`src/rtl/top_k_lowest_denominator_select_assert.svh`:
```
// ----------------------------------------------------------------------------
// Assertion macros for the lowest-denominator selector
// Clocked concurrent checks; they expand to nothing in synthesis.
// ----------------------------------------------------------------------------
`ifndef TOP_K_LOWEST_DENOMINATOR_SELECT_ASSERT_SVH
`define TOP_K_LOWEST_DENOMINATOR_SELECT_ASSERT_SVH

`ifndef SYNTHESIS
// Checked on clk_i, off while rst_ni is low.
`define TKLS_ASSERT(lbl, prop, msg) \
  lbl: assert property (@(posedge clk_i) disable iff (!rst_ni) (prop)) else $error(msg);
// Checked on clk_i at every edge, reset included.
`define TKLS_ASSERT_ALWAYS(lbl, prop, msg) \
  lbl: assert property (@(posedge clk_i) (prop)) else $error(msg);
`else
`define TKLS_ASSERT(lbl, prop, msg)
`define TKLS_ASSERT_ALWAYS(lbl, prop, msg)
`endif

`endif

```
`src/rtl/tkls_pkg.sv`:
```
// ----------------------------------------------------------------------------
// tkls_pkg
// Types, sizes and helpers of the lowest-denominator selector.
// ----------------------------------------------------------------------------
package tkls_pkg;

  localparam int MAX_KEEP    = 64;
  localparam int STRING_BITS = 64;
  localparam int KEY_W       = 32;
  localparam int KEEP_W      = 7;
  localparam int IDX_W       = (MAX_KEEP > 1) ? $clog2(MAX_KEEP) : 1;

  localparam logic [KEEP_W-1:0] KEEP_RESET = KEEP_W'(10);

  // One slot of the chain.
  typedef struct packed {
    logic                    valid;
    logic signed [KEY_W-1:0] key;
    logic [STRING_BITS-1:0]  alpha;
    logic [STRING_BITS-1:0]  beta;
  } entry_t;

  // Per-cycle commands broadcast to every cell.
  typedef struct packed {
    logic clear;  // drop all slots
    logic shift;  // drain: move every slot one cell up
    logic ins;    // insert the incoming item
  } cell_ctrl_t;

  // Key is -denominator, saturated at the positive end.
  function automatic logic signed [KEY_W-1:0] sat_key(input logic signed [KEY_W-1:0] den);
    logic signed [KEY_W-1:0] res;
    if (den == {1'b1, {(KEY_W-1){1'b0}}}) begin
      res = {1'b0, {(KEY_W-1){1'b1}}};
    end else begin
      res = -den;
    end
    return res;
  endfunction

  // Zero counts as one, anything above the chain length as the chain length.
  function automatic logic [KEEP_W-1:0] clamp_keep(input logic [KEEP_W-1:0] k);
    logic [KEEP_W-1:0] res;
    if (k == '0) begin
      res = KEEP_W'(1);
    end else if (k > KEEP_W'(MAX_KEEP)) begin
      res = KEEP_W'(MAX_KEEP);
    end else begin
      res = k;
    end
    return res;
  endfunction

endpackage

```
`src/rtl/tkls_cell.sv`:
```
// ----------------------------------------------------------------------------
// tkls_cell
// One slot of the sorted insertion chain.
// ----------------------------------------------------------------------------
module tkls_cell (
  input  logic               clk_i,
  input  logic               rst_ni,
  input  tkls_pkg::cell_ctrl_t ctrl_i,
  input  logic               active_i,     // slot index below keep count
  input  tkls_pkg::entry_t   new_i,        // incoming item
  input  tkls_pkg::entry_t   upper_i,      // neighbor one rank higher
  input  logic               upper_take_i, // upper neighbor moves down
  input  tkls_pkg::entry_t   lower_i,      // neighbor one rank lower
  output tkls_pkg::entry_t   slot_o,
  output logic               take_o        // this slot ranks at or below the new item
);
  import tkls_pkg::*;

  entry_t                  slot_q, slot_d;
  logic                    valid_q;
  logic signed [KEY_W-1:0] key_q;
  logic [STRING_BITS-1:0]  alpha_q;
  logic [STRING_BITS-1:0]  beta_q;

  assign slot_q = {valid_q, key_q, alpha_q, beta_q};

  assign take_o = active_i && (!slot_q.valid || (slot_q.key <= new_i.key));
  assign slot_o = slot_q;

  always_comb begin
    slot_d = slot_q;
    if (ctrl_i.clear) begin
      slot_d.valid = 1'b0;
    end else if (ctrl_i.shift) begin
      slot_d = lower_i;
    end else if (ctrl_i.ins && take_o) begin
      if (upper_take_i) begin
        slot_d = upper_i;
      end else begin
        slot_d = new_i;
      end
    end
  end

  always_ff @(posedge clk_i or negedge rst_ni) begin
    if (!rst_ni) begin
      valid_q <= 1'b0;
    end else begin
      valid_q <= slot_d.valid;
    end
  end

  // payload needs no reset: an invalid slot reads as a sentinel
  always_ff @(posedge clk_i) begin
    key_q   <= slot_d.key;
    alpha_q <= slot_d.alpha;
    beta_q  <= slot_d.beta;
  end

endmodule

```
`config.mk`:
```
export PLATFORM = sky130hd
export DESIGN_NAME = tkls_cell
export DESIGN_NICKNAME = d
export VERILOG_FILES = /design/src/rtl/top_k_lowest_denominator_select_assert.svh /design/src/rtl/tkls_pkg.sv /design/src/rtl/tkls_cell.sv
export SDC_FILE = /design/constraint.sdc
export NUM_CORES = 1
export LEC_CHECK = 0
export BUFFER_PORTS_ARGS = -buffer_cell sky130_fd_sc_hd__buf_2
export CAP_MARGIN = 20
export CORE_AREA = 2 2 251 253
export CTS_BUF_LIST = sky130_fd_sc_hd__clkbuf_2 sky130_fd_sc_hd__clkbuf_4 sky130_fd_sc_hd__clkbuf_8
export CTS_CLUSTER_SIZE = 16
export DETAILED_ROUTE_END_ITERATION = 10
export DIE_AREA = 0 0 253 255
export GPL_TIMING_DRIVEN = 0
export HOLD_SLACK_MARGIN = 0.02
export SLEW_MARGIN = 0
export SYNTH_ARGS = -nofsm -noshare
export SYNTH_HDL_FRONTEND = slang
export SYNTH_SLANG_ARGS = --single-unit
```
`constraint.sdc`:
```
create_clock -name clk_i -period 12.7 [get_ports clk_i]
set_input_delay 2.54 -clock clk_i [delete_from_list [all_inputs] [get_ports clk_i]]
set_output_delay 2.54 -clock clk_i [all_outputs]
set_load 0.02 [all_outputs]
```
=== Yosys cells after proc, flatten, opt, wreduce, memory -nomap -nowiden ===
Index checks and enable logic that the tools add are counted.

* Flip-flop bits (word level): 161
* Input port bits: 490
* Output and inout port bits: 162

* $lt $le $gt $ge: 1
* Muxes and demuxes: 4
* Bitwise operators: 1
* Reduce and logical (&&, ||, !) cells: 7

{| class="wikitable"
|+ Operators with widths
! cell !! number
|-
| 161-bit two-way mux || 3
|-
| 32-bit less-or-equal comparator || 1
|-
| 3-bit nonzero test || 1
|-
| 1-bit logical AND || 2
|-
| 2-bit AND reduction || 1
|-
| 2-bit nonzero test || 1
|-
| 1-bit zero test || 1
|-
| 1-bit logical OR || 1
|-
| 1-bit two-way mux || 1
|-
| 1-bit NOT || 1
|}

=== Depth between registers and ports, before layout ===
Gate-level depths: netlist of the first run.

* Depth in word-level cells: 7
* Depth in mapped cells: 9
* Mapped depth without buffers: 9

=== Worst setup path after synthesis of the first run ===
Ideal clock, no wire load.

* Path kind: input port to flip-flop
* From: in new_i[145] (netlist bit)
* To: reg alpha_q[0], enable pin
* Library setup time: 0.682 ns
* Arrival time: 10.779 ns
* Setup slack: 1.239 ns
* Cell stages on the path: 9
* Cell sequence: inv_1 -> ha_1 -> a21o_1 -> a221o_1 -> a221oi_2 -> o21ai_1 -> nor3_1 -> a211oi_2 -> nor2_1

* Word-level cells in the longest chain between the ends: 6

{| class="wikitable"
|+ RTL lines
! what !! RTL line !! source
|-
| start: declaration || tkls_cell.sv:10 || <nowiki>input tkls_pkg::entry_t new_i,</nowiki>
|-
| 32-bit less-or-equal comparator || tkls_cell.sv:27 || <nowiki>assign take_o = active_i && (!slot_q.valid || (slot_q.key <= new_i.key));</nowiki>
|-
| 1-bit logical OR || tkls_cell.sv:27 ||
|-
| 1-bit logical AND || tkls_cell.sv:27 ||
|-
| 1-bit logical AND || tkls_cell.sv:36 || <nowiki>end else if (ctrl_i.ins && take_o) begin</nowiki>
|-
| 2-bit nonzero test (no source line) || -- ||
|-
| 2-bit AND reduction (no source line) || -- ||
|-
| end signal: assignment || tkls_cell.sv:56 || <nowiki>alpha_q <= slot_d.alpha;</nowiki>
|-
| end: declaration || tkls_cell.sv:22 || <nowiki>logic [STRING_BITS-1:0] alpha_q;</nowiki>
|}

No other way between the ends.
A chain may end at the register's enable or synchronous reset.

=== Worst setup path in the final report of the first run ===
* From: in new_i[159] (netlist bit)
* To: out take_o

* Word-level cells in the longest chain between the ends: 3

{| class="wikitable"
|+ RTL lines
! what !! RTL line !! source
|-
| 32-bit less-or-equal comparator || tkls_cell.sv:27 ||
|-
| 1-bit logical OR || tkls_cell.sv:27 ||
|-
| 1-bit logical AND || tkls_cell.sv:27 ||
|-
| end: declaration || tkls_cell.sv:15 || <nowiki>output logic take_o</nowiki>
|}

No other way between the ends.

==> key figures, run 1 <==
Floorplanning
  – Die area: 0.0645 mm2
  – Core box area: 0.0622 mm2
  – Core Rows: 92
  – IO Pins: 652
  – Die Y: 255 um
  – Starting Density: 14.4%
  – Width of the die: 253 um

Global routing
  – Grt total ovfl: 0
  – First-pass GRT wire length: 52.7 mm
  – Initial antenna violation count: 3
  – Largest net degree at the start of global routing: 34
  – Total track usage: 11.5%
  – Vias in the first global route: 8,497

Logic synthesis
  – Post-synthesis cell count: 821
  – Yosys reg bits: 161
  – Share of the synthesized area in the top cell type: 53.7%
  – Area contributors post-synth: edfxtp_1 54%, mux2i_1 18%, o21ai_0 9.2%, nand2_1 6.9%, ha_1 4.5%
  – Number of library cell types mapped by synthesis: 36
  – Syn nets: 1,343
  – Seq/Total Area, Yosys: 53.9%
  – Ys Warns: 0
  – Post-Syn Area: 0.00895 mm2
  – Post-synth top area cell: edfxtp_1
  – Syn_area_per_cell: 10.9 um2

Clock tree
  – CTS tree: yes
  – Max clock buf depth: 2
  – Clock Pin Slew Worst Setup and Hold Paths: 0.10 ns
  – Post_cts resized: 0
  – CTS buffer count: 17
  – CTS Sinks: 161
  – Post-CTS setup buffer count: 0
  – Root Buffer Master: clkbuf_8
  – CTS Hold Bufs: 0
  – H-Tree Depth: 4
  – Clock latency on the worst-skew pair: 0.56 ns

Route
  – Highest Signal Layer: met4
  – Met3 WL post-DR: 2.92 mm
  – Initial DRT Pass Iterations: 5
  – Met1 WL: 16.8 mm
  – Drc violations: 0
  – Final wirelength: 39.2 mm
  – Final ANT Viol Nets: 0
  – WL/cell: 17.0 um
  – DR vias: 8,939
  – Vias per cell: 3.87
  – Initial DRC Count: 445
  – Wire length on met2: 18.5 mm

Place
  – Placed wire-length estimate: 33.0 mm
  – Placed instance count: 2,275
  – Cell Area, Placed: 0.0133 mm2
  – Placer Congestion: 0.854
  – PortBufs: 649

Power and ir drop
  – Sequential share of power: 46.9%
  – Power Internal: 925 uW
  – Pwr Density: 101 mW/mm2
  – Leak: 0.00652 uW
  – Worst ir drop on vdd: 0.0709 mV
  – Net Switching: 465 uW
  – Clk network pwr share: 28.5%
  – Switching share of total power: 33.5%
  – Combinational fraction of design power: 24.7%

Worst setup path
  – CP startpoint kind: primary input
  – Category of the most critical setup path: in -> out
  – Arrival @ worst endpoint: 4.84 ns
  – Reg2reg path depth: 11
  – Crit path to: take_o
  – Worst-path fanout max: 5
  – R2r startpoint: key_q[31]
  – Crit. Startpoint: new_i[159]
  – R2R Path End: beta_q[46]
  – Worst EP required: 10.16 ns
  – Crit. End Element: output pin
  – Reg2reg setup slack: 8.87 ns

STA
  – Fin. max-slew vios: 0
  – Unrepaired setup endpoints after global routing: false
  – Hold_ws: 0.662 ns
  – Peak Freq: 136 MHz
  – Slew headroom: 31.5%
  – Min Tclk post-route: 7.38 ns
  – Final setup violation count: 0
  – Setup TNS Final: 0 ns
  – Final Hold Vio Count: 0
  – Setup Skew: 0.0226 ns
  – Least-Margin Pin Slew: 1.03 ns
  – Final period util: 58.1%

Cells and area
  – Area of the multi-input gates: 0.00379 mm2
  – Post-route insts no fill: 2,309
  – Register area: 0.00483 mm2
  – # nets final: 2,017
  – Post-route cell area: 0.0137 mm2
  – FILL cells: 6,892
  – Fraction of layout cells with a size suffix above 1: 46.2%
  – P&R area growth vs syn: 53.4%

Min path
  – Min-Delay Path Class: reg -> reg
  – Hold path cells: 2
  – Hold_sp: valid_q

Run
  – Max-capacitance violation count: 0

Outcome
  – Status: finished clean
-- power groups by stage --
stage	sequential, uW	combinational (uW)	clock (uW)
3_3_place_gp	676	337	0
3_5_place_dp	663	346	0
4_1_cts	652	347	424
6_report	651	343	396
5_1_grt	655	374	436
2_1_floorplan	720	114	0
-- area by class of cell --
cell class / count / area share [%]
Sequential cell: 161 / 35.2
Multi-Input combinational cell: 572 / 27.6
Timing Repair Buffer: 655 / 24.5
Tap cell: 799 / 7.28
Clock buffer: 17 / 1.70
Buffer: 55 / 1.58
Clock inverter: 15 / 1.16
Inverter: 33 / 0.902
Antenna cell: 2 / 0.0364
-- synth_stat cells (all sizes together) --
library cell  count
nor4              1
nor2              4
xnor2             1
o21bai            1
o21a              1
o21ai           165
nor2b             3
mux2i           161
mux2              1
nand4             6
and2              1
a221o             1
a31o              1
o211ai            1
edfxtp          160
nand2           165
a21oi            10
inv              33
clkbuf           40
a211oi            2
o311a             1
nor3              2
ha               32
a221oi            3
a21o              2
and3              1
nand3             4
a2111o            1
dfrtp             1
buf              15
or4               1
-- metrics by stage --
step	utilization (%)	worst slack [ns]	total power, uW
detailed placement	21.4	5.31	1010
floorplan	-	1.24	834
global placement	21.2	-2.75	1010
finish	22.1	5.32	1390
CTS	22.1	5.28	1420
global route	22.1	5.04	1460
-- per-layer routing --
metal  vias up  track usage (%)
met1      4125             14.4
li1       4340                -
met5         -                0
met3        44             3.23
met2       430             18.3
met4         0             5.22
-- registers in the layout, summed over array words and instances (netlist names) --
register / count
alpha_q: 64
beta_q: 64
valid_q: 1
key_q: 32
-- worst max-delay path: stages --
cell and delay, ns:
buf_2 0.09, inv_1 0.06, ha_1 0.39, nand3_1 0.12, nor4_1 0.41, nand4_1 0.26, nor3_1 0.35, nor3_1 0.13
xnor2_1 0.14, o21a_1 0.17, buf_2 0.15
-- logic make-up (layout without fill, tap and decap cells) --
logic type	count (synthesis)	in the layout	synth area share, %
AOI/OAI and AO/OA	189	189	11.2
adders and majority gates	32	32	4.47
xor gates and xnor gates	1	1	0.0978
other	0	2	0
DFF	161	161	53.9
and+or+nand+nor	188	188	8.34
muxes	162	162	18.1
buffers and inverters	88	775	3.79
-- cells in the final DEF, fill, tap and decap left out, types with 2 or more instances in the layout --
cell / n
a21o_1: 2
a21oi_1: 10
a221oi_1: 2
buf_1: 10
buf_12: 4
buf_2: 653
clkbuf_1: 39
clkbuf_8: 17
clkinv_4: 2
clkinv_8: 2
diode_2: 2
edfxtp_1: 160
ha_1: 32
inv_1: 33
inv_6: 6
inv_8: 5
mux2i_1: 161
nand2_1: 165
nand3_1: 4
nand4_1: 6
nor2_1: 3
nor2b_1: 3
nor3_1: 2
o21ai_0: 164
-- how the worst min path moves through the flow --
| stage | to | slack, ns |
|---|---|---|
| after CTS | valid_q | 0.67 |
| after global placement | valid_q | 0.63 |
| after detailed placement | valid_q | 0.64 |
| after global routing | valid_q | 0.73 |
| after floorplan | valid_q | 0.59 |
| final | valid_q | 0.66 |
(Power assumes the default switching activity.)
==> run 2, diff against run 1 <==
Settings changed: ABC_AREA set to 1, CORE_AREA 2 2 251 253 to 2 2 257 259, DIE_AREA 0 0 253 255 to 0 0 259 261.
Clock period 12.7 ns to 6.9 ns, I/O delays scaled along.
==> key figures, run 2 <==
Outcome
  – Status: finished clean (unchanged)

Place
  – Placed wire-length estimate: 38.7 mm (was 33.0 mm)
  – Placed instance count: 2,550 (was 2,275)
  – Placer Congestion: 0.961 (was 0.854)
  – PortBufs: 649 (unchanged)

Floorplanning
  – IO Pins: 652 (unchanged)
  – Starting Density: 13.6% (was 14.4%)
  – Die Y: 261 um (was 255 um)
  – Die area: 0.0676 mm2 (was 0.0645 mm2)
  – Width of the die: 259 um (was 253 um)
  – Core Rows: 94 (was 92)
  – Core box area: 0.0650 mm2 (was 0.0622 mm2)

Logic synthesis
  – Ys Warns: 0 (unchanged)
  – Post-synthesis cell count: 1,031 (was 821)
  – Post-synth top area cell: edfxtp_1 (unchanged)
  – Top FF cell, synth: edfxtp_1 (unchanged)
  – Yosys reg bits: 161 (unchanged)
  – Share of the synthesized area in the top cell type: 54.2% (was 53.7%)
  – Post-Syn Area: 0.00886 mm2 (was 0.00895 mm2)
  – Fraction of registers with async set/reset: 0.621% (unchanged)
  – Area contributors post-synth: edfxtp_1 54%, a21oi_1 19%, nand2_1 8.5%, nor2_1 7.2%, ha_1 4.5% (was edfxtp_1 54%, mux2i_1 18%, o21ai_0 9.2%, nand2_1 6.9%, ha_1 4.5%)
  – Most common cell in the netlist: a21oi_1 (was nand2_1)
  – Syn_area_per_cell: 8.60 um2 (was 10.9 um2)
  – Synth top cells by count: 335 x a21oi_1, 200 x nand2_1, 171 x nor2_1 (was 165 x nand2_1, 164 x o21ai_0, 161 x mux2i_1)
  – Syn nets: 1,553 (was 1,343)
  – Number of synthesized flops with an enable pin: 160 (unchanged)
  – Seq/Total Area, Yosys: 54.5% (was 53.9%)
  – Number of library cell types mapped by synthesis: 23 (was 36)

Clock tree
  – Post-CTS setup buffer count: 0 (unchanged)
  – CTS Sinks: 161 (unchanged)
  – CTS tree: yes (unchanged)
  – CTS buffer count: 17 (unchanged)
  – Clock Pin Slew Worst Setup and Hold Paths: 0.10 ns (about the same)
  – Max clock buf depth: 2 (unchanged)
  – CTS Hold Bufs: 0 (unchanged)
  – H-Tree Depth: 4 (unchanged)
  – Post_cts resized: 0 (unchanged)
  – Root Buffer Master: clkbuf_8 (unchanged)
  – Clock latency on the worst-skew pair: 0.53 ns (was 0.56 ns)

Cells and area
  – Register area: 0.00483 mm2 (unchanged)
  – FILL cells: 7,346 (was 6,892)
  – Commonest non-fill, non-tap cell in the layout: buf_2 (unchanged)
  – Most frequent cells in the layout: 653 x buf_2, 334 x a21oi_1, 200 x nand2_1, 171 x nor2_1, 160 x edfxtp_1 (was 653 x buf_2, 165 x nand2_1, 164 x o21ai_0, 161 x mux2i_1, 160 x edfxtp_1)
  – Top flop regs: alpha_q: 64 flops, beta_q: 64 flops, key_q: 32 flops (unchanged)
  – Post-route insts no fill: 2,587 (was 2,309)
  – # nets final: 2,227 (was 2,017)
  – Final Core Density: 21.1% (was 22.1%)
  – Area of the multi-input gates: 0.00361 mm2 (was 0.00379 mm2)
  – Fraction of layout cells with a size suffix above 1: 40.7% (was 46.2%)
  – P&R area growth vs syn: 54.9% (was 53.4%)

Route
  – Vias per cell: 4.04 (was 3.87)
  – Final wirelength: 47.1 mm (was 39.2 mm)
  – Initial DRT Pass Iterations: 5 (unchanged)
  – Drc violations: 0 (unchanged)
  – WL/cell: 18.2 um (was 17.0 um)
  – Final ANT Viol Nets: 0 (unchanged)
  – DR vias: 10.4k (was 8,939)
  – Initial DRC Count: 828 (was 445)

Power and ir drop
  – Leak: 0.00621 uW (was 0.00652 uW)
  – Pwr Density: 185 mW/mm2 (was 101 mW/mm2)
  – Clk network pwr share: 28.5% (about the same)
  – Sequential share of power: 46.6% (was 46.9%)
  – Pwr Total: 2540 uW (was 1390 uW)
  – Power Internal: 1670 uW (was 925 uW)
  – Combinational fraction of design power: 24.9% (was 24.7%)
  – Worst ir drop on vdd: 0.115 mV (was 0.0709 mV)
  – Net Switching: 874 uW (was 465 uW)
  – Switching share of total power: 34.4% (was 33.5%)

STA
  – Setup TNS Final: 0 ns (unchanged)
  – Peak Freq: 226 MHz
  – Least-Margin Pin Slew: 1.05 ns (was 1.03 ns)
  – Final Hold Vio Count: 0 (unchanged)
  – Min Tclk post-route: 4.43 ns
  – Fin. max-slew vios: 0 (unchanged)
  – Final period util: 64.3%
  – Setup Skew: 0.0206 ns (was 0.0226 ns)
  – Final setup violation count: 0 (unchanged)
  – Unrepaired setup endpoints after global routing: false (unchanged)
  – Slew headroom: 30.0% (was 31.5%)

Global routing
  – First-pass GRT wire length: 63.9 mm (was 52.7 mm)
  – Total track usage: 13.2% (was 11.5%)
  – Largest net degree at the start of global routing: 30 (was 34)
  – Initial antenna violation count: 12 (was 3)
  – Grt total ovfl: 0 (unchanged)
  – Vias in the first global route: 9,899 (was 8,497)

Worst setup path
  – CP max-delay cell: ha_1 (was nor4_1)
  – Crit. End Element: output pin (unchanged)
  – Worst-path fanout max: 4 (was 5)
  – Crit path cell chain: buf_2, inv_1, ha_1, nand2_2, nor3_2, and3_1, nand2_1, nand2_1, nand2_1, nand3_2, nand2_1, inv_1, buf_2 (was buf_2, inv_1, ha_1, nand3_1, nor4_1, nand4_1, nor3_1, nor3_1, xnor2_1, o21a_1, buf_2)
  – Worst EP required: 5.52 ns (was 10.16 ns)
  – Crit-path max cell delay: 0.36 ns (was 0.41 ns)
  – Arrival @ worst endpoint: 3.05 ns (was 4.84 ns)
  – CP startpoint kind: primary input (unchanged)
  – Most frequent CP cell: nand2_1
  – Category of the most critical setup path: in -> out (unchanged)

Run
  – Max-capacitance violation count: 0 (unchanged)

Min path
  – Min-Delay Path Class: reg -> reg (unchanged)
==> run 2: layout make-up <==
type                            count  area share (%)
Sequential cell                   161            35.2
Multi-Input combinational cell    757            26.3
Timing Repair Buffer              655            24.6
Tap cell                          864            7.87
Buffer                             71            2.03
Clock buffer                       17            1.70
Inverter                           42            1.15
Clock inverter                     15            1.07
Antenna cell                        5          0.0911
==> run 2: worst paths after layout <==
check                            from         end  slack (ns)  depth (start not counted)
setup / recovery           new_i[159]      take_o        2.47                         13
hold / removal                valid_q     valid_q        0.56                          2
setup reg to reg             key_q[5]  beta_q[43]        3.41                         15
hold reg to reg               valid_q     valid_q        0.56                          2
max in group asynchronous      rst_ni     valid_q        6.21                          1
min in group asynchronous      rst_ni     valid_q        0.61                          1
==> run 2: per-layer routing <==
metal	vias to the layer above	routed length [um]	part of all wire, %	GRT usage [%]
met4	0	1960	4.2	6.86
li1	4920	-	-	-
met3	90	4490	9.5	4.07
met1	4798	18800	40	15.9
met5	-	0	0	0
met2	640	21800	46	21.1
==> run 2: metrics by stage <==
stage / setup slack [ns] / hold slack [ns] / area [um2]
5_1_grt: 2.29 / 0.536 / 13700
3_5_place_dp: 2.15 / 0.535 / 13300
3_3_place_gp: -0.724 / 0.536 / 13200
6_report: 2.47 / 0.561 / 13700
4_1_cts: 2.38 / 0.510 / 13700
2_1_floorplan: 1.28 / 0.492 / 8870
==> run 2: power groups by stage <==
| stage | sequential [uW] | clock [uW] | combinational (uW) |
|---|---|---|---|
| after floorplan | 1290 | 0 | 217 |
| after global placement | 1210 | 0 | 617 |
| after detailed placement | 1210 | 0 | 631 |
| after CTS | 1190 | 772 | 634 |
| after global routing | 1190 | 798 | 691 |
| final | 1180 | 724 | 632 |
==> run 2: critical path, delay by kind of cell <==
kind / cells / cell delay (ns)
simple gates: 8 / 0.87
buf+inv: 4 / 0.42
fa+ha+maj: 1 / 0.36
==> run 2: cells by family (layout without fill, tap and decap cells) <==
| group | count (synthesis) | after routing | share of synthesized area, % |
|---|---|---|---|
| other cells | 0 | 5 | 0 |
| fa+ha+maj | 32 | 32 | 4.52 |
| simple gates | 382 | 382 | 16.6 |
| flops | 161 | 161 | 54.5 |
| buf+inv | 113 | 800 | 4.93 |
| compound gates | 343 | 343 | 19.5 |
==> run 3, diff against run 2 <==
Settings changed: CORE_AREA 2 2 257 259 to 2 2 256 258, DIE_AREA 0 0 259 261 to 0 0 258 260.
Clock period 6.9 ns to 3.65 ns, I/O delays scaled along.
==> key figures, run 3 (synthesized netlist as in run 2, its figures left out) <==
Floorplanning
  – Core box area: 0.0641 mm2 (was 0.0650 mm2)
  – Die Y: 260 um (was 261 um)
  – Core Rows: 93 (was 94)
  – Die area: 0.0671 mm2 (was 0.0676 mm2)
  – Width of the die: 258 um (was 259 um)
  – Starting Density: 13.8% (was 13.6%)
  – IO Pins: 652 (unchanged)

Cells and area
  – Fraction of layout cells with a size suffix above 1: 41.7% (was 40.7%)
  – Commonest non-fill, non-tap cell in the layout: buf_2 (unchanged)
  – Top flop regs: alpha_q: 64 flops, beta_q: 64 flops, key_q: 32 flops (unchanged)
  – Most frequent cells in the layout: 653 x buf_2, 333 x a21oi_1, 199 x nand2_1, 171 x nor2_1, 160 x edfxtp_1 (was 653 x buf_2, 334 x a21oi_1, 200 x nand2_1, 171 x nor2_1, 160 x edfxtp_1)
  – Post-route insts no fill: 2,580 (was 2,587)
  – P&R area growth vs syn: 57.2% (was 54.9%)
  – # nets final: 2,228 (was 2,227)

Power and ir drop
  – Net Switching: 1640 uW (was 874 uW)
  – Pwr Density: 363 mW/mm2 (was 185 mW/mm2)
  – Sequential share of power: 44.2% (was 46.6%)
  – Switching share of total power: 32.4% (was 34.4%)
  – Power Internal: 3420 uW (was 1670 uW)
  – Clk network pwr share: 31.8% (was 28.5%)
  – Leak: 0.00626 uW (was 0.00621 uW)
  – Combinational fraction of design power: 24.0% (was 24.9%)
  – Worst ir drop on vdd: 0.246 mV (was 0.115 mV)

STA
  – Least-Margin Pin Slew: 1.03 ns (was 1.05 ns)
  – Fin. max-slew vios: 0 (unchanged)
  – Min Tclk post-route: 3.33 ns
  – Peak Freq: 301 MHz
  – Final Hold Vio Count: 0 (unchanged)
  – Slew headroom: 31.6% (was 30.0%)
  – Final period util: 91.2%
  – Unrepaired setup endpoints after global routing: false (unchanged)
  – Worst Slack Setup Final: 0.322 ns (was 2.47 ns)
  – Final setup violation count: 0 (unchanged)
  – Setup Skew: 0.0296 ns (was 0.0206 ns)

Clock tree
  – Root Buffer Master: clkbuf_8 (unchanged)
  – CTS Hold Bufs: 1 (was 0)
  – CTS Sinks: 161 (unchanged)
  – CTS buffer count: 17 (unchanged)
  – Clock latency on the worst-skew pair: 0.55 ns (was 0.53 ns)
  – Clock Pin Slew Worst Setup and Hold Paths: 0.12 ns (was 0.10 ns)
  – H-Tree Depth: 4 (unchanged)
  – CTS tree: yes (unchanged)
  – Post-CTS setup buffer count: 0 (unchanged)
  – Max clock buf depth: 2 (unchanged)
  – Post_cts resized: 0 (unchanged)

Worst setup path
  – Number of cells on the critical path: 14 (was 13)
  – Category of the most critical setup path: reg -> reg (was in -> out)
  – Crit. End Element: register (was output pin)
  – Crit path cell chain: ha_4, nand4_1, nor3_4, and3_1, nand2_1, nand2_1, nand2_1, nand3_2, nand3_2, a21oi_4, buf_12, buf_12, buf_12, buf_12 (was buf_2, inv_1, ha_1, nand2_2, nor3_2, and3_1, nand2_1, nand2_1, nand2_1, nand3_2, nand2_1, inv_1, buf_2)
  – Most frequent CP cell: buf_12 (was nand2_1)
  – CP top delay family: simple AND/OR/NAND/NOR gates (unchanged)
  – WP buf/inv: 4 (unchanged)
  – Arrival @ worst endpoint: 3.58 ns (was 3.05 ns)
  – CP max-delay cell: edfxtp_1 (was ha_1)
  – CP startpoint kind: register (was primary input)
  – Reg2reg setup slack: 0.32 ns (was 3.41 ns)
  – Reg2reg path depth: 14 (was 15)
  – Worst-path fanout max: 28 (was 4)
  – Worst EP required: 3.90 ns (was 5.52 ns)
  – Crit-path max cell delay: 0.50 ns (was 0.36 ns)

Route
  – WL/cell: 18.7 um (was 18.2 um)
  – Initial DRT Pass Iterations: 8 (was 5)
  – Drc violations: 0 (unchanged)
  – Initial DRC Count: 669 (was 828)
  – DR vias: 10.3k (was 10.4k)
  – Final ANT Viol Nets: 0 (unchanged)
  – Final wirelength: 48.3 mm (was 47.1 mm)
  – Vias per cell: 4.01 (was 4.04)

Place
  – Placed instance count: 2,541 (was 2,550)
  – Setup WS pre-CTS: -0.183 ns (was 2.15 ns)
  – Placer Congestion: 0.923 (was 0.961)
  – Placed wire-length estimate: 39.7 mm (was 38.7 mm)
  – PortBufs: 649 (unchanged)

Global routing
  – Grt total ovfl: 0 (unchanged)
  – Total track usage: 13.8% (was 13.2%)
  – Largest net degree at the start of global routing: 29 (was 30)
  – Vias in the first global route: 10.0k (was 9,899)
  – Initial antenna violation count: 16 (was 12)
  – First-pass GRT wire length: 65.9 mm (was 63.9 mm)

Min path
  – Min-Delay Path Class: in -> reg (was reg -> reg)
  – Hold path cells: 3 (was 2)

Run
  – Max-capacitance violation count: 0 (unchanged)

Outcome
  – Status: finished clean (unchanged)
## run 3: power by group through the flow
stage / sequential, uW / clock, uW / combinational, uW
2_1_floorplan: 2440 / 0 / 427
3_3_place_gp: 2300 / 0 / 1200
5_1_grt: 2250 / 1750 / 1340
4_1_cts: 2240 / 1710 / 1230
3_5_place_dp: 2280 / 0 / 1220
6_report: 2240 / 1610 / 1220
## run 3: worst paths after layout
kind	from	to
min	lower_i[102]	alpha_q[38]
min reg2reg	valid_q	valid_q
min in group asynchronous	rst_ni	valid_q
max reg2reg	key_q[26]	beta_q[7]
max	key_q[26]	beta_q[7]
max in group asynchronous	rst_ni	valid_q
## run 3: worst reg2reg max path, cell delays in order (launching register included)
cell      delay (ns)
edfxtp_1        0.50
ha_4            0.32
nand4_1         0.13
nor3_4          0.20
and3_1          0.20
nand2_1         0.07
nand2_1         0.06
nand2_1         0.05
nand3_2         0.08
nand3_2         0.12
a21oi_4         0.34
buf_12          0.25
buf_12          0.21
buf_12          0.25
buf_12          0.24
## run 3: layout make-up
class                   count  area (um2)
clock inverters            14         203
clock buffers              18         241
diodes                      6        15.0
well taps                 855        1070
plain buffers              71         279
repair buffers            656        3380
flip-flops and latches    161        4830
multi-input cells         757        3730
inverters                  42         183
fillers                  7221       50200
## run 3: stage by stage
stage	instance area [um2]	hold slack, ns	TNS (ns)	power, uW	utilization [%]
final	13900	0.489	0	5060	21.7
after global routing	13900	0.445	0	5330	21.7
after CTS	13900	0.393	0	5180	21.7
after detailed placement	13500	0.534	-5.05	3510	21.0
after global placement	13300	0.540	-497.43	3490	20.8
after floorplan	9020	0.434	-193.05	2860	-
## run 3: layer usage
| layer | wire, um | vias up | global-route usage, % |
|---|---|---|---|
| met5 | 39 | - | 0 |
| met4 | 2110 | 6 | 7.72 |
| met3 | 4860 | 81 | 5.15 |
| met2 | 22900 | 600 | 22.9 |
| met1 | 18400 | 4731 | 15.3 |
| li1 | - | 4920 | - |
